--- config.mk ---
export PLATFORM = sky130hd
export DESIGN_NAME = sdt_cell
export DESIGN_NICKNAME = d
export VERILOG_FILES = /design/src/design/sdt_pkg.sv /design/src/design/sdt_cell.sv
export SDC_FILE = /design/constraint.sdc
export NUM_CORES = 1
export LEC_CHECK = 0
export ABC_AREA = 1
export BUFFER_PORTS_ARGS = -buffer_cell sky130_fd_sc_hd__buf_2
export CORE_MARGIN = 2
export CORE_UTILIZATION = 40
export DETAILED_ROUTE_END_ITERATION = 7
export PLACE_DENSITY = 0.76
export SLEW_MARGIN = 30
export SYNTH_ARGS = -nofsm -noshare
export SYNTH_HDL_FRONTEND = slang
export SYNTH_SLANG_ARGS = --single-unit
--- constraint.sdc ---
create_clock -name i_clk -period 1.15 [get_ports i_clk]
set_clock_uncertainty 0.05 [all_clocks]
set_input_delay 0 -clock i_clk [delete_from_list [all_inputs] [get_ports i_clk]]
set_output_delay 0 -clock i_clk [all_outputs]
set_load 0.01 [all_outputs]
--- src/design/sdt_pkg.sv ---
`default_nettype none
package sdt_pkg;
    localparam int SLOTS = 256;
    localparam int SW = $clog2(SLOTS);

    localparam logic [2:0] OP_OPEN    = 3'd0;
    localparam logic [2:0] OP_BIND    = 3'd1;
    localparam logic [2:0] OP_LISTEN  = 3'd2;
    localparam logic [2:0] OP_CONNECT = 3'd3;
    localparam logic [2:0] OP_CLOSE   = 3'd4;
    localparam logic [2:0] OP_LOOKUP  = 3'd5;

    localparam logic [2:0] ST_OK      = 3'd0;
    localparam logic [2:0] ST_FULL    = 3'd1;
    localparam logic [2:0] ST_FAMILY  = 3'd2;
    localparam logic [2:0] ST_NOTSOCK = 3'd3;
    localparam logic [2:0] ST_NOTTCP  = 3'd4;

    localparam logic [2:0] MODE_IDLE      = 3'd0;
    localparam logic [2:0] MODE_REQUESTED = 3'd1;
    localparam logic [2:0] MODE_BOUND     = 3'd2;
    localparam logic [2:0] MODE_LISTENING = 3'd3;
    localparam logic [2:0] MODE_OUTBOUND  = 3'd4;

    localparam logic [1:0] KIND_DGRAM  = 2'd0;
    localparam logic [1:0] KIND_STREAM = 2'd1;
    localparam logic [7:0] PROTO_TCP   = 8'd6;

    // one socket entry
    typedef struct packed {
        logic        valid;
        logic [1:0]  kind;
        logic        is_tcp;
        logic [2:0]  mode;
        logic [31:0] laddr;
        logic [15:0] lport;
        logic [31:0] raddr;
        logic [15:0] rport;
    } t_entry;

    // command word held at the ring head while the entries rotate past it
    typedef struct packed {
        logic [2:0]  op;
        logic [SW-1:0] slot;
        logic        fam;
        logic [1:0]  kind;
        logic [7:0]  proto;
        logic [31:0] aip;
        logic [15:0] aport;
        logic [31:0] pip;
        logic [15:0] pport;
    } t_cmd;
endpackage
`default_nettype wire

--- src/design/sdt_cell.sv ---
`default_nettype none
// One slot. Entries rotate around the ring; the cell at the ring head is
// examined and modified by the controller on its way through.
module sdt_cell (
    input  wire logic           i_clk,
    input  wire logic           i_rst_n,
    input  wire logic           i_shift,
    input  wire sdt_pkg::t_entry i_prev,
    output sdt_pkg::t_entry     o_entry
);
    sdt_pkg::t_entry r_entry;

    // shift register stage; valid, mode and addresses clear at reset,
    // kind and tcp flag are only meaningful once the slot is opened
    always_ff @(posedge i_clk) begin
        if (!i_rst_n) begin
            r_entry.valid <= 1'b0;
            r_entry.mode  <= sdt_pkg::MODE_IDLE;
            r_entry.laddr <= '0;
            r_entry.lport <= '0;
            r_entry.raddr <= '0;
            r_entry.rport <= '0;
        end else if (i_shift) begin
            r_entry <= i_prev;
        end
    end
    assign o_entry = r_entry;
endmodule
`default_nettype wire

# After elaboration in Yosys (flattened, before gate mapping)
# Cells that the tools add are included.
[word_totals] word_cells=9 reg_bits=103 input_bits=106 output_inout_bits=103
[op_classes] n_reduce_logical=1
[ops] cell="$reduce_and 2->1" n=1

# Longest topological paths before layout
# Gate-level depths: netlist (run 1).
[depth] word_depth=1 ltp_mapped=5 ltp_nobuf=4

# Worst setup path after synthesis (run 1)
# Ideal clock, no wire load.
[synth_path] path_kind="input-to-reg" startpoint="input port i_rst_n" endpoint="register r_entry, in the netlist o_entry[100] (enable)" arrival_ns=0.467 path_buffers=2 setup_ns=0.299 required_ns=0.801 path_stages=4 path_slack_ns=0.334 path_cell_list="buf_2 buf_2 nand2_1 inv_1"
[synth_via] elab_chain_len=1
[synth_rtl] element="start: declaration" line="sdt_cell.sv:6" rtl="input wire logic i_rst_n,"
[synth_rtl] element="$reduce_and 2->1 (no line)"
[synth_rtl] element="end signal: assignment" line="sdt_cell.sv:24" rtl="r_entry <= i_prev;"
[synth_rtl] element="end: declaration" line="sdt_cell.sv:11" rtl="sdt_pkg::t_entry r_entry;"
# No other way between the ends.
# A chain may end at the register's enable or synchronous reset.

==> results.cfg, run 1 <==
[min_path]
min_from = i_shift
worstHoldPathType = input port to flop

[synthesis]
syn_area_per_cell_sq_um = 6.625
yosysMostFrequentCell = nand2_1
synth_cell_types = 9
synth_seq_cells = 103
synth_edf_count = 3
synth_top_area_share_pct = 47.37
ys_seq_area_share_pct = 49.50
synth_fp_nets = 744
synthFlopType = dfxtp_1
async_reset_ff_share_pct = 0
synth_cells = 638
yosysWarnings = 0
ys_top_cells_by_area = dfxtp_1 (47%), nand2_1 (18%), nor2_1 (18%)
synth_common_cells = nand2_1 (201), nor2_1 (200), inv_1 (101), dfxtp_1 (100), buf_4 (12)
yosysTopAreaCell = dfxtp_1
syn-cell-area_sq_um = 4227

[floorplanning]
ioPinCount = 209
core_area_sq_um = 10280
die-area_sq_um = 11400
die_h_um = 106.8
rows = 37
die_x_um = 106.8
start_util_pct = 41.12

[final_layout]
n_antenna_cell = 0
utilization_pct = 63.92
drive_gt1_share_pct = 24.65
final_nets = 1043
fill_cells = 875
final_area_sq_um = 6569
multi_input_area_sq_um = 1510
area_delta_synth_final_pct = 55.42
largest_reg_flops = 103
register_area_sq_um = 2093

[worst_setup_path]
required_ps = 1350
critPathLaunch = i_shift
arrival_ps = 1210
start_kind = input port
timing.rr.start = o_entry[91]
setup.worst_path.end_class = flop
path_class = input port to flop
worstPathMaxFanout = 12

[global_route]
antenna_found_initial = 0
grt_overflow = 0
grt_max_degree = 64
grt_pass1_vias = 4333
grt_usage_pct = 21.03
grt_pass1_wl_um = 19330

[route]
dr_total_vias = 4540
first_pass_iters = 5
via_per_inst = 4.215
drc_errors = 0
final_antenna_net_count = 0
routed_wl_um = 12240
drt_iter0_markers = 236
wl_per_cell_um = 11.37

[timing]
timing.fmax_mhz = 991.3
timing_hold_violations_final = 0
fin_setup_tns_ps = 0
worstMarginPinSlew_ps = 442.9
layout_min_cycle_time_ps = 1009
slew_violations = 0
finalSetupViolations = 0
relSlewSlack_pct = 70.37
rsz0062_at_grt = false
period_share_pct = 87.72

[place]
io_buffers = 208
place_area_sq_um = 5299
hpwlAfterDp_um = 6863
gp_congestion = 0.7669

[job]
maxCapViolCount = 0

[cts]
root_buffer = clkbuf_8
cts_max_level = 3
cts_made_buffers = 9
cts_setup_buffers = 0
clk_latency_ps = 350
clk_pin_slew_ps = 100
cts_buffer_depth = 2
tritoncts = built
clock-sinks = 103

[power_and_ir_drop]
vdd_drop_max_v = 0.0006194
leakage_nw = 3.849
power_density_nw_per_um2 = 1181

[run_status]
outcome = finished, final reports clean
## stage by stage
| step | setup slack, ps | hold slack (ps) | power [mW] | cells |
|---|---|---|---|---|
| after floorplan | 333.8 | 48.87 | 4.745 | 638 |
| after global placement | 314.3 | 127.0 | 5.221 | 956 |
| after detailed placement | 304.6 | 128.8 | 5.244 | 956 |
| after CTS | 12.56 | 29.89 | 7.809 | 1080 |
| after global routing | 42.66 | 45.17 | 8.186 | 1077 |
| final | 141.3 | 61.37 | 7.758 | 1077 |
## worst max-delay path: stages
cell	delay, ps
buf_6	140
dlygate4sd3_1	850
nand2_1	110
nand2_1	70
nor2_1	40
## timing repair
action,4_1_cts,5_1_grt
hold buffers,109,1
setup endpoints to repair,0,4
resized for setup,0,5
hold endpoints to repair,105,3
## kinds of logic (layout without fill, tap and decap cells)
group / Yosys count / count (layout) / synth area share [%]
buf+inv: 134 / 437 / 14.89
simple gates: 401 / 401 / 35.61
flops: 103 / 103 / 49.50
## routing by layer
layer	vias up	share of wire [%]	GRT usage, %	wire length (um)
met4	0	3.7	11.60	452
met1	1964	40	22.85	4885
met3	37	5.9	4.681	718
li1	2390	-	-	-
met2	149	51	37.72	6186
met5	-	0	0	0
## worst paths after layout
check | to | slack (ps) | cells after the start
worst max-delay path | o_entry[58] | 140 | 5
worst min-delay path | o_entry[100] | 60 | 3
worst max register to register | o_entry[91] | 270 | 3
worst min register to register | o_entry[37] | 420 | 2
## layout by cell type (no fill, tap or decap), types with 2 or more instances in the layout
master / netlist / layout
nor2_2: 0 / 2
dfxtp_1: 100 / 99
nand2_1: 201 / 201
dlygate4sd3_1: 0 / 106
nor2_1: 200 / 198
buf_4: 12 / 4
buf_2: 11 / 205
buf_12: 0 / 4
inv_1: 101 / 100
clkbuf_8: 0 / 10
edfxtp_1: 3 / 3
## layout make-up
| type | instances | share of cell area [%] |
|---|---|---|
| timing repair buffer | 321 | 33.81 |
| sequential | 103 | 31.87 |
| multi-input combinational | 401 | 22.99 |
| inverter | 101 | 5.771 |
| tap | 136 | 2.590 |
| clock buffer | 11 | 2.152 |
| clock inverter | 4 | 0.8190 |
## report_power, final
part / total (mW) / leakage, nW / switching, mW / internal (mW)
Combinational: 1.53 / 2.89 / 0.765 / 0.769
Sequential: 3.95 / 0.860 / 0.120 / 3.83
Clock: 2.27 / 0.100 / 1.20 / 1.07
Note: power is estimated with default switching activity, not from simulation.
==> run 2, diff against run 1 <==
ABC_AREA = not set   (was 1)
PLACE_DENSITY = 0.77   (was 0.76)
==> run 2 against run 1 <==
- sequential share of layout area up 1.4 points
- die area shrank 5.9%
- critical path depth is 1 lower
- area after synthesis is 6.2% lower
- sequential power decreased by 1%
- wire length decreased by 9.5%
- critical path type unchanged
- critical endpoint is now o_entry[13]
==> results.cfg, run 2 <==
[cts]
cts_buffer_depth = 2
cts_max_level = 3
tritoncts = built
clk_latency_ps = 340
root_buffer = clkbuf_8
clock-sinks = 103
cts_made_buffers = 9
cts_setup_buffers = 0
clk_pin_slew_ps = 90

[synthesis]
synth_cells = 326
synth_seq_cells = 103
synth_simple_gate_area_share_pct = 15.93
synth_edf_count = 3
ys_seq_area_share_pct = 52.74
synth_top_family_by_area = multiplexers
ys_top_cells_by_area = dfxtp_1 (50%), mux2i_1 (25%), nor2b_1 (16%)
synthFlopType = dfxtp_1
synth_cell_types = 10
yosys.area_share.adder_pct = 0
syn_area_per_cell_sq_um = 12.17
syn-cell-area_sq_um = 3966
synth.area.mux_share_pct = 25.24
synth-xor-area-share_pct = 0
async_reset_ff_share_pct = 0
yosysWarnings = 0
synth_fp_nets = 432
synth_top_area_share_pct = 50.47
synth_common_cells = dfxtp_1 (100), mux2i_1 (100), nor2b_1 (100), clkbuf_1 (10), buf_12 (9)
synth_compound_area_share_pct = 0
yosysTopAreaCell = dfxtp_1

[power_and_ir_drop]
vdd_drop_max_v = 0.0007715
pwr-share-seq_pct = 51.6
internal_power_mw = 5.712
switching_share_pct = 24.49
clkPwrFrac_pct = 30.5
p_comb_share_pct = 17.9
leakage_nw = 3.149
netSwitchingPower_mw = 1.852
power_density_nw_per_um2 = 1202
fin_total_pwr_mw = 7.565

[min_path]
hold_path_depth = 3
whs_endpoint = o_entry[30]
worstHoldPathType = input port to flop
min_from = i_shift

[global_route]
grt_pass1_wl_um = 18350
grt_usage_pct = 20.76
grt_overflow = 0
grt_max_degree = 59
grt_pass1_vias = 3882
antenna_found_initial = 0

[worst_setup_path]
reg2reg_to = o_entry[84]
setup.worst_path.end_class = flop
path_class = input port to flop
start_kind = input port
required_ps = 1370
timing.rr.start = o_entry[84]
worstPathMaxFanout = 36
r2r_slack_ps = 420
arrival_ps = 1260
reg2reg_depth = 2

[floorplanning]
core_area_sq_um = 9684
start_util_pct = 40.96
rows = 36
die_h_um = 103.6
die-area_sq_um = 10730
die_x_um = 103.6
ioPinCount = 209

[timing]
finalSetupViolations = 0
relSlewSlack_pct = 81.50
slew_violations = 0
timing_hold_violations_final = 0
worstMarginPinSlew_ps = 277.5
period_share_pct = 90.36
timing.fmax_mhz = 962.3
fin_setup_tns_ps = 0
layout_min_cycle_time_ps = 1039
rsz0062_at_grt = false

[route]
final_antenna_net_count = 0
first_pass_iters = 4
wl_per_cell_um = 14.30
dr_total_vias = 3451
drt_iter0_markers = 105
via_per_inst = 4.453
drc_errors = 0
routed_wl_um = 11090

[final_layout]
n_antenna_cell = 0
largest_reg_flops = 103
final_common_cell = buf_2
final_cell_mix = buf_2 (207), dlygate4sd3_1 (104), mux2i_1 (100), nor2b_1 (100), dfxtp_1 (100)
area_delta_synth_final_pct = 58.71
drive_gt1_share_pct = 36.14
final_nets = 744

[run_status]
outcome = finished, final reports clean

[place]
gp_congestion = 0.6993
hpwlAfterDp_um = 6327
io_buffers = 208

[job]
maxCapViolCount = 0
[run 2: cell count changes in the layout (fill, tap and decap cells not counted), sizes merged, moves of 5 or more]
cell and delta:
buf +5, inv -103, mux2i +100, nand2 -201, nor2b +100, nor2 -200
[run 2: worst max path at each step]
stage          startpoint      endpoint  cells past startpoint
2_1_floorplan     i_rst_n  o_entry[100]                      3
3_3_place_gp      i_shift    o_entry[9]                      4
3_5_place_dp      i_shift   o_entry[54]                      4
4_1_cts           i_rst_n   o_entry[13]                      4
5_1_grt           i_rst_n   o_entry[52]                      4
6_report          i_rst_n   o_entry[13]                      4
[run 2: cell type report]
type	count	area, sq um
clock buffers	12	156.4
clock inverters	3	42.54
flip-flops and latches	103	2092
fillers	743	3390
well taps	133	166.4
multi-input cells	201	1633
repair buffers	323	2205
[run 2: repair_timing]
action | 4_1_cts | 5_1_grt
hold buffers | 104 | 0
gates resized for setup | 0 | 0
endpoints found under the hold margin | 103 | 0
[run 2: kinds of logic after synthesis]
kind of cell / Yosys count
AND/OR/NAND/NOR: 101
flip-flops: 103
multiplexers: 100
buffers and inverters: 22
[run 2: power groups by stage]
stage	combinational, mW	clock (mW)	sequential [mW]
floorplan	0.518	0	4.08
global route	1.46	2.54	3.93
detailed placement	1.06	0	3.98
CTS	1.33	2.38	3.90
finish	1.35	2.31	3.90
global placement	1.03	0	3.97
[run 2: stage by stage]
| stage | hold WS [ps] | std cells | utilization, % | setup slack, ps | cell area (sq um) |
|---|---|---|---|---|---|
| global route | 59.62 | 775 | 65.00 | 54.95 | 6295 |
| detailed placement | 129.2 | 656 | 52.20 | 153.4 | 5055 |
| floorplan | 48.87 | 326 | - | 255.9 | 3966 |
| CTS | 59.10 | 775 | 65.00 | 148.8 | 6295 |
| finish | 67.49 | 775 | 65.00 | 110.9 | 6295 |
| global placement | 127.1 | 656 | 52.20 | 208.3 | 5055 |
[run 2: critical path, cell delays in order]
cell and delay, ps:
dlygate4sd3_1 530, buf_2 210, buf_4 320, nor2b_1 200
[run 2: routing by layer]
| metal | GRT usage, % | vias up | share of wire (%) |
|---|---|---|---|
| li1 | - | 1692 | - |
| met3 | 4.594 | 35 | 5.3 |
| met2 | 38.32 | 146 | 52 |
| met1 | 22.45 | 1578 | 39 |
| met5 | 0 | - | 0 |
| met4 | 9.846 | 0 | 3.6 |
