## config.mk

```make
export PLATFORM = sky130hd
export DESIGN_NAME = sdt_head
export DESIGN_NICKNAME = d
export VERILOG_FILES = /design/src/design/sdt_pkg.sv /design/src/design/sdt_head.sv
export SDC_FILE = /design/constraint.sdc
export NUM_CORES = 1
export LEC_CHECK = 0
export BUFFER_PORTS_ARGS = -buffer_cell sky130_fd_sc_hd__buf_2
export CAP_MARGIN = 30
export CORE_AREA = 2 2 129 131
export DETAILED_ROUTE_END_ITERATION = 10
export DIE_AREA = 0 0 131 133
export GPL_ROUTABILITY_DRIVEN = 0
export PLACE_DENSITY = 0.61
export SETUP_SLACK_MARGIN = 0.15
export SLEW_MARGIN = 20
export SYNTH_ARGS = -nofsm -noshare
export SYNTH_HDL_FRONTEND = slang
export SYNTH_SLANG_ARGS = --single-unit
```

## constraint.sdc

```tcl
create_clock -name vclk -period 6.1
set_clock_uncertainty 0.15 [all_clocks]
set_input_delay 0.305 -clock vclk [all_inputs]
set_output_delay 0.305 -clock vclk [all_outputs]
set_load 0.005 [all_outputs]
```

## src/design/sdt_pkg.sv

```systemverilog
`default_nettype none
package sdt_pkg;
    localparam int SLOTS = 256;
    localparam int SW = $clog2(SLOTS);

    localparam logic [2:0] OP_OPEN    = 3'd0;
    localparam logic [2:0] OP_BIND    = 3'd1;
    localparam logic [2:0] OP_LISTEN  = 3'd2;
    localparam logic [2:0] OP_CONNECT = 3'd3;
    localparam logic [2:0] OP_CLOSE   = 3'd4;
    localparam logic [2:0] OP_LOOKUP  = 3'd5;

    localparam logic [2:0] ST_OK      = 3'd0;
    localparam logic [2:0] ST_FULL    = 3'd1;
    localparam logic [2:0] ST_FAMILY  = 3'd2;
    localparam logic [2:0] ST_NOTSOCK = 3'd3;
    localparam logic [2:0] ST_NOTTCP  = 3'd4;

    localparam logic [2:0] MODE_IDLE      = 3'd0;
    localparam logic [2:0] MODE_REQUESTED = 3'd1;
    localparam logic [2:0] MODE_BOUND     = 3'd2;
    localparam logic [2:0] MODE_LISTENING = 3'd3;
    localparam logic [2:0] MODE_OUTBOUND  = 3'd4;

    localparam logic [1:0] KIND_DGRAM  = 2'd0;
    localparam logic [1:0] KIND_STREAM = 2'd1;
    localparam logic [7:0] PROTO_TCP   = 8'd6;

    // one socket entry
    typedef struct packed {
        logic        valid;
        logic [1:0]  kind;
        logic        is_tcp;
        logic [2:0]  mode;
        logic [31:0] laddr;
        logic [15:0] lport;
        logic [31:0] raddr;
        logic [15:0] rport;
    } t_entry;

    // command word held at the ring head while the entries rotate past it
    typedef struct packed {
        logic [2:0]  op;
        logic [SW-1:0] slot;
        logic        fam;
        logic [1:0]  kind;
        logic [7:0]  proto;
        logic [31:0] aip;
        logic [15:0] aport;
        logic [31:0] pip;
        logic [15:0] pport;
    } t_cmd;
endpackage
`default_nettype wire

```

## src/design/sdt_head.sv

```systemverilog
`default_nettype none
// Ring head: evaluates the entry passing through and writes back the
// entry with any change applied. Purely combinational per step.
module sdt_head (
    input  wire sdt_pkg::t_cmd   i_cmd,
    input  wire logic [sdt_pkg::SW-1:0] i_idx,
    input  wire logic            i_done,
    input  wire sdt_pkg::t_entry i_entry,
    output sdt_pkg::t_entry      o_entry,
    output logic                 o_hit,
    output logic [2:0]           o_status
);
    logic       tcp;
    logic [2:0] lmode;
    logic [2:0] str;
    logic       addressed;

    always_comb begin
        o_entry  = i_entry;
        o_hit    = 1'b0;
        o_status = sdt_pkg::ST_OK;
        tcp      = (i_cmd.kind == sdt_pkg::KIND_STREAM);
        lmode    = tcp ? sdt_pkg::MODE_LISTENING : sdt_pkg::MODE_BOUND;
        str      = 3'(i_entry.laddr == i_cmd.aip) + 3'(i_entry.lport == i_cmd.aport)
                 + 3'(i_entry.mode == lmode && i_entry.laddr == '0);
        if (i_entry.mode == sdt_pkg::MODE_OUTBOUND)
            str = str + 3'(i_entry.raddr == i_cmd.pip) + 3'(i_entry.rport == i_cmd.pport);
        addressed = (i_idx == i_cmd.slot) && i_entry.valid;
        if (!i_done) begin
            unique case (i_cmd.op)
                sdt_pkg::OP_OPEN: begin
                    if (!i_entry.valid) begin
                        o_hit = 1'b1;
                        if (i_cmd.fam == 1'b0) begin
                            o_entry.valid  = 1'b1;
                            o_entry.kind   = i_cmd.kind;
                            o_entry.is_tcp = (i_cmd.kind == sdt_pkg::KIND_STREAM) ||
                                (i_cmd.kind[1] && i_cmd.proto == sdt_pkg::PROTO_TCP);
                            o_entry.mode   = sdt_pkg::MODE_REQUESTED;
                            o_entry.laddr  = '0;
                            o_entry.lport  = '0;
                            o_entry.raddr  = '0;
                            o_entry.rport  = '0;
                        end else begin
                            o_status = sdt_pkg::ST_FAMILY;
                        end
                    end
                end
                sdt_pkg::OP_BIND: if (addressed) begin
                    o_hit = 1'b1;
                    if (i_cmd.fam) o_status = sdt_pkg::ST_FAMILY;
                    else begin
                        o_entry.laddr = i_cmd.aip;
                        o_entry.lport = i_cmd.aport;
                        o_entry.mode  = sdt_pkg::MODE_BOUND;
                    end
                end
                sdt_pkg::OP_LISTEN: if (addressed) begin
                    o_hit = 1'b1;
                    o_entry.mode = sdt_pkg::MODE_LISTENING;
                end
                sdt_pkg::OP_CONNECT: if (addressed) begin
                    o_hit = 1'b1;
                    if (i_cmd.fam) o_status = sdt_pkg::ST_FAMILY;
                    else if (!i_entry.is_tcp) o_status = sdt_pkg::ST_NOTTCP;
                    else begin
                        o_entry.raddr = i_cmd.aip;
                        o_entry.rport = i_cmd.aport;
                        o_entry.mode  = sdt_pkg::MODE_OUTBOUND;
                    end
                end
                sdt_pkg::OP_CLOSE: if (addressed) begin
                    o_hit = 1'b1;
                    o_entry.valid = 1'b0;
                    o_entry.mode  = sdt_pkg::MODE_IDLE;
                end
                sdt_pkg::OP_LOOKUP: begin
                    if (!i_cmd.kind[1] && i_entry.valid && i_entry.kind == i_cmd.kind
                        && i_entry.is_tcp == tcp
                        && ((i_entry.mode == lmode && str == 3'd2)
                            || (i_entry.mode == sdt_pkg::MODE_OUTBOUND && str == 3'd4)))
                        o_hit = 1'b1;
                end
                default: ;
            endcase
        end
    end
endmodule
`default_nettype wire

```

Word-level counts from Yosys, hierarchy flattened
Index checks and enable logic that the tools add are counted.
{"block": "totals", "reg_bits": 0, "latch_bits": 0, "ramBits": 0, "mem_bits_ro": 0, "input_bits": 230, "out_inout_bits": 107, "word_cells": 71, "memories": 0}
{"block": "op_classes", "add_sub_neg": 4, "multipliers": 0, "div_mod_pow": 0, "order_cmp": 0, "eq_ne": 18, "n_shift": 0, "n_mux": 34, "bitwise": 0, "reduce_logical": 15}
{"op": "$mux W103", "count": 3}
{"op": "$pmux W48 S2", "count": 2}
{"op": "$mux W48", "count": 3}
{"op": "$mux W51", "count": 2}
{"op": "$eq A32 B32 Y1", "count": 2}
{"op": "$mux W3", "count": 13}
{"op": "$eq A16 B16 Y1", "count": 2}
{"op": "$logic_not A32 Y1", "count": 1}
{"op": "$pmux W3 S5", "count": 1}
{"op": "$eq A3 B3 Y1 const B", "count": 4}
{"op": "$eq A3 B2 Y1 const B", "count": 3}
{"op": "$logic_and A1 B1 Y1", "count": 9}
{"op": "$pmux W3 S3", "count": 1}
{"op": "$eq A8 B3 Y1 const B", "count": 1}
{"op": "$eq A8 B8 Y1", "count": 1}
{"op": "$add A3 B1 Y3", "count": 2}
{"op": "$mux W1", "count": 6}
{"op": "$reduce_or A4 Y1", "count": 1}
{"op": "$add A2 B1 Y3", "count": 1}
{"op": "$eq A3 B1 Y1 const B", "count": 1}
{"op": "$eq A3 B2 Y1", "count": 1}
{"op": "$logic_not A3 Y1", "count": 1}
{"op": "$pmux W1 S3", "count": 1}
{"op": "$add A1 B1 Y2", "count": 1}
{"op": "7 further kinds", "count": 8}

Longest topological paths before layout
{"block": "logic_depth", "word_depth": 15, "mapped_depth": 11}

Least setup slack after synthesis
Ideal clock, no wire load.
{"block": "synth_path", "path_kind": "input to output", "from": "input port i_cmd[104] in the netlist's numbering", "to": "output port o_hit", "t_arrival_ps": 2930, "slack_ps": 2715, "path_stages": 11, "path_buffers": 0, "cell_sequence": "nor2b_1 > xnor2_1 > nand3b_1 > nor3_1 > fa_1 > fa_1 > ha_1 > or4b_1 > nor3b_1 > o221ai_1 > nand3_1"}
{"block": "synth_between", "elab_chain_cells": 15, "elab_cells_between_ends": 21, "classes_between": "add/sub: 3; eq/ne: 6; mux: 5; reduce/logical: 7"}
{"item": "from (decl)", "line": "sdt_head.sv:5", "source": "input wire sdt_pkg::t_cmd i_cmd,"}
{"item": "$eq A2 B1 Y1", "line": "sdt_head.sv:22", "source": "tcp = (i_cmd.kind == sdt_pkg::KIND_STREAM);"}
{"item": "$mux W1", "line": "sdt_head.sv:23", "source": "lmode = tcp ? sdt_pkg::MODE_LISTENING : sdt_pkg::MODE_BOUND;"}
{"item": "$eq A3 B2 Y1", "line": "sdt_head.sv:25, sdt_head.sv:80"}
{"item": "$logic_and A1 B1 Y1", "line": "sdt_head.sv:25", "source": "+ 3'(i_entry.mode == lmode && i_entry.laddr == '0);"}
{"item": "$add A2 B1 Y3", "line": "sdt_head.sv:25"}
{"item": "$add A3 B1 Y3 (2 in series)", "line": "sdt_head.sv:27", "source": "str = str + 3'(i_entry.raddr == i_cmd.pip) + 3'(i_entry.rport == i_cmd.pport);"}
{"item": "$mux W3", "line": "sdt_head.sv:26", "source": "if (i_entry.mode == sdt_pkg::MODE_OUTBOUND)"}
{"item": "$eq A3 B2 Y1 or $eq A3 B3 Y1 (tied branches)", "line": "sdt_head.sv:80, sdt_head.sv:81"}
{"item": "$logic_and A1 B1 Y1 (on tied branches)", "line": "sdt_head.sv:80, sdt_head.sv:81"}
{"item": "$logic_or A1 B1 Y1", "line": "sdt_head.sv:81", "source": "|| (i_entry.mode == sdt_pkg::MODE_OUTBOUND && str == 3'd4)))"}
{"item": "$logic_and A1 B1 Y1 (*)", "line": "sdt_head.sv:80", "source": "&& ((i_entry.mode == lmode && str == 3'd2)"}
{"item": "$mux W1 (*)", "line": "sdt_head.sv:78", "source": "if (!i_cmd.kind[1] && i_entry.valid && i_entry.kind == i_cmd.kind"}
{"item": "$pmux W1 S3 (*)", "line": "sdt_head.sv:30", "source": "unique case (i_cmd.op)"}
{"item": "$mux W1 (*)", "line": "sdt_head.sv:29", "source": "if (!i_done) begin"}
{"item": "to (decl)", "line": "sdt_head.sv:10", "source": "output logic o_hit,"}
Every way passes the cells marked *; elsewhere a longest branch is shown, timed or not.

Worst setup path after layout
{"block": "layout_path", "from": "input port i_entry[49] in the netlist's numbering", "to": "output port o_hit"}
{"block": "layout_between", "elab_chain_cells": 13, "elab_cells_between_ends": 15, "classes_between": "add/sub: 4; eq/ne: 3; mux: 4; reduce/logical: 4"}
{"item": "from (decl)", "line": "sdt_head.sv:8", "source": "input wire sdt_pkg::t_entry i_entry,"}
{"item": "$eq A16 B16 Y1 (*)", "line": "sdt_head.sv:24", "source": "str = 3'(i_entry.laddr == i_cmd.aip) + 3'(i_entry.lport == i_cmd.aport)"}
{"item": "$add A1 B1 Y2 (*)", "line": "sdt_head.sv:24"}
{"item": "$add A2 B1 Y3 (*)", "line": "sdt_head.sv:25"}
{"item": "$add A3 B1 Y3 (2 in series)", "line": "sdt_head.sv:27"}
{"item": "$mux W3 (*)", "line": "sdt_head.sv:26"}
{"item": "$eq A3 B2 Y1 or $eq A3 B3 Y1 (tied branches)", "line": "sdt_head.sv:80, sdt_head.sv:81"}
{"item": "$logic_and A1 B1 Y1 (on tied branches)", "line": "sdt_head.sv:80, sdt_head.sv:81"}
{"item": "$logic_or A1 B1 Y1 (*)", "line": "sdt_head.sv:81"}
{"item": "$logic_and A1 B1 Y1 (*)", "line": "sdt_head.sv:80"}
{"item": "$mux W1 (*)", "line": "sdt_head.sv:78"}
{"item": "$pmux W1 S3 (*)", "line": "sdt_head.sv:30"}
{"item": "$mux W1 (*)", "line": "sdt_head.sv:29"}
Marked as above.

==> results.txt <==
----------------------------------------------------
[Finish]
  Fraction of final layout cells sized beyond drive strength 1 ... 0.457
  Filler cells ... between 1500 and 2000
  Clock tree buffer count of the final layout ... 0
  Core utilization of the finished layout ... 0.300
  Highest-count cells in the layout ignoring fill and taps ... 336 x buf_2, 104 x nand2_1, 72 x xor2_1
  Final instance area ... 4850 sq um
  Sequential cell area in the final layout ... 0 sq um
  Final cell count without fillers ... around 990
  Number of nets in the final layout ... 1003
  Area growth syn-to-layout ... 64.2%
  Number of sequential cells in the layout ... 0
  Leading cell type in the layout, fill and taps excluded ... buf_2

[Drt]
  Detailed-route wire length ... around 18000 um
  Met2 Wirelength ... between 8000 and 9000 um
  Wirelength per Cell ... about 18 um
  Number of search-and-repair iterations in the first detailed-routing pass ... 5
  Total number of vias ... 4666
  Vias per Instance ... between 4 and 5
  Post-DRT Antenna Nets ... 0
  Met3 wire length ... roughly 1200 um
  Topmost layer with routed signal wires ... met4
  Iteration-0 DRC count of the detailed router ... about 270
  Post-route DRC violation count ... 0
  Met1 wire length ... ~8100 um

[Setup path]
  Required time at the worst-slack endpoint ... ~5.6 ns
  Cells traversed along the worst timing path ... buf_2, xnor2_1, nand4_1, nor4_1, fa_1, fa_1, ha_1, or4b_1, nor3b_1, o221ai_1, nand3_1, buf_2
  Total buffers and inverters traversed by the critical path ... 2
  Kind of critical path ... in -> out
  Crit path DAT ... roughly 3.8 ns
  Critical Path Sink Type ... output port
  Setup crit start kind ... input port
  Crit-path slowest cell ... nor4_1
  Levels on crit path ... 12
  Gate family responsible for the most delay along the worst path ... simple AND/OR/NAND/NOR gates
  Largest fanout on the critical path ... 2
  Crit path largest cell delay ... between 0.5 and 0.6 ns

[Job]
  MaxCap Viol Count ... 0

[Placed design]
  Post-detail-place hpwl ... approximately 16000 um
  Pre-CTS setup slack ... between 1.5 and 2 ns
  Instance count after placement with tap cells included ... about 990
  Placed cell areas ... 4810 sq um
  Quantity of I/O buffers inserted on ports ... ~340

[Synth]
  Count of cell types in the netlist ... 47
  Average footprint of a synthesized cell ... between 6 and 7 sq um
  Netlist Area Pre-Place ... 2960 sq um
  Number of instances in the synthesized netlist ... around 460
  Syn. warnings ... 0
  Post-Syn Nets ... 692
  Portion of the post-synthesis area used by sequential elements ... 0

[STA]
  Final setup fails ... 0
  Transition time at the pin with the least slew margin ... approximately 0.8 ns
  Post-route worst setup slack ... 1.90 ns
  Post-route clock period utilization ... 0.689
  Final critical path time including I/O delays and setup ... roughly 4.2 ns
  Number of endpoints with negative hold slack in the final report ... 0
  Upper clock frequency limit ... between 200 and 250 MHz
  Final setup TNS ... 0 ns
  Max-Slew Margin vs Limit ... 0.462
  Fin Hold WS ... about 0.78 ns
  RSZ-0062 raised after global routing ... no
  Number of max-slew violations in the final report ... 0

[Min path]
  Min-Delay Path Depth ... 4
  Class of the worst hold path ... in -> out

[Floorplanning]
  Num ports ... between 300 and 400
  Placement row count ... 47
  Die Ht ... 133 um
  Horizontal extent of the die ... 131 um
  Initial core utilization ... 0.183
  Placeable core region ... 16200 sq um
  DIE AREA ... about 17000 sq um

[Global routing]
  Pin count of the biggest net entering global routing ... between 90 and 100
  Global routing usage summed across all routing layers ... 0.191
  Remaining global-route overflow ... 0
  First-pass GRT wire length ... 25400 um
  Number of antenna violations at the first check in global routing ... 1
  Via count of the first global-routing pass ... 4332

[Pwr]
  Overall power ... 0.318 mW
  Pwr/cell area ... between 60 and 70 nW/um^2
  Leakage power of the design ... ~2.4 nW
  Worst voltage drop across the vdd grid ... 24.4 uV

[Clock network]
  Post CTS Setup Buffer Count ... 0
  Post-CTS Resized ... 0
  Number of buffers inserted by hold repair at cts ... 0

[Run status]
  Result of the run ... completed

----------------------------------------------------
[worst min-delay path: cells and delay by family]
kind / cells / cell delay (ns)
AOI/OAI and AO/OA: 1 / 0.04
and+or+nand+nor: 1 / 0.05
buffers and inverters: 2 / 0.22
[path summary, 6_finish.rpt]
path        start     endpoint  slack, ns
max   i_entry[49]        o_hit       1.90
min   i_entry[31]  o_entry[31]       0.78
[cell usage after synthesis, types with 2 or more instances]
cell	count	area (sq um)
nor4_2	4	50.1
xnor2_1	34	298
o211ai_1	2	15.0
xor2_1	72	631
nor2_1	9	33.8
buf_4	5	37.5
inv_1	4	15.0
and3_1	2	12.5
nor4_1	29	181
nand4_1	18	113
o21ai_1	49	245
and4_1	2	17.5
nor4b_1	2	17.5
nand3_1	4	20.0
nand2_1	104	390
o221ai_1	2	17.5
nor2b_1	3	18.8
buf_2	12	60.1
a22o_1	48	420
clkbuf_1	14	52.6
nor3_1	5	25.0
o31ai_1	2	15.0
a21oi_1	6	30.0
o22ai_1	2	12.5
fa_1	2	40.0
mux2_1	2	22.5
[where the power goes]
part | leakage [nW] | switching, mW | internal (mW)
logic | 2.42 | 0.169 | 0.150
clock network | 0.00000634 | 0 | 0.0000000219
registers | 0 | 0 | 0
[final cells by class]
| type | count | area [sq um] | share of cell area |
|---|---|---|---|
| antenna | 1 | 2.50 | 0.000516 |
| inverter | 5 | 18.8 | 0.00387 |
| multi-input combinational | 422 | 2800 | 0.576 |
| tap | 220 | 275 | 0.0567 |
| timing repair buffer | 341 | 1760 | 0.362 |
[routing by layer]
layer | GRT usage | vias to the layer above
li1 | - | 2291
met1 | 0.268 | 2151
met2 | 0.334 | 220
met3 | 0.0146 | 4
met4 | 0.00946 | 0
met5 | 0 | -
[cells by family after synthesis]
family / count (synthesis) / synth area share
compound gates: 119 / 0.278
xor+xnor: 106 / 0.314
fa+ha+maj: 3 / 0.0178
buf+inv: 37 / 0.0584
mux: 3 / 0.0110
other cells: 1 / 0.00127
simple gates: 190 / 0.320
Note: power is estimated with default switching activity, not from simulation.
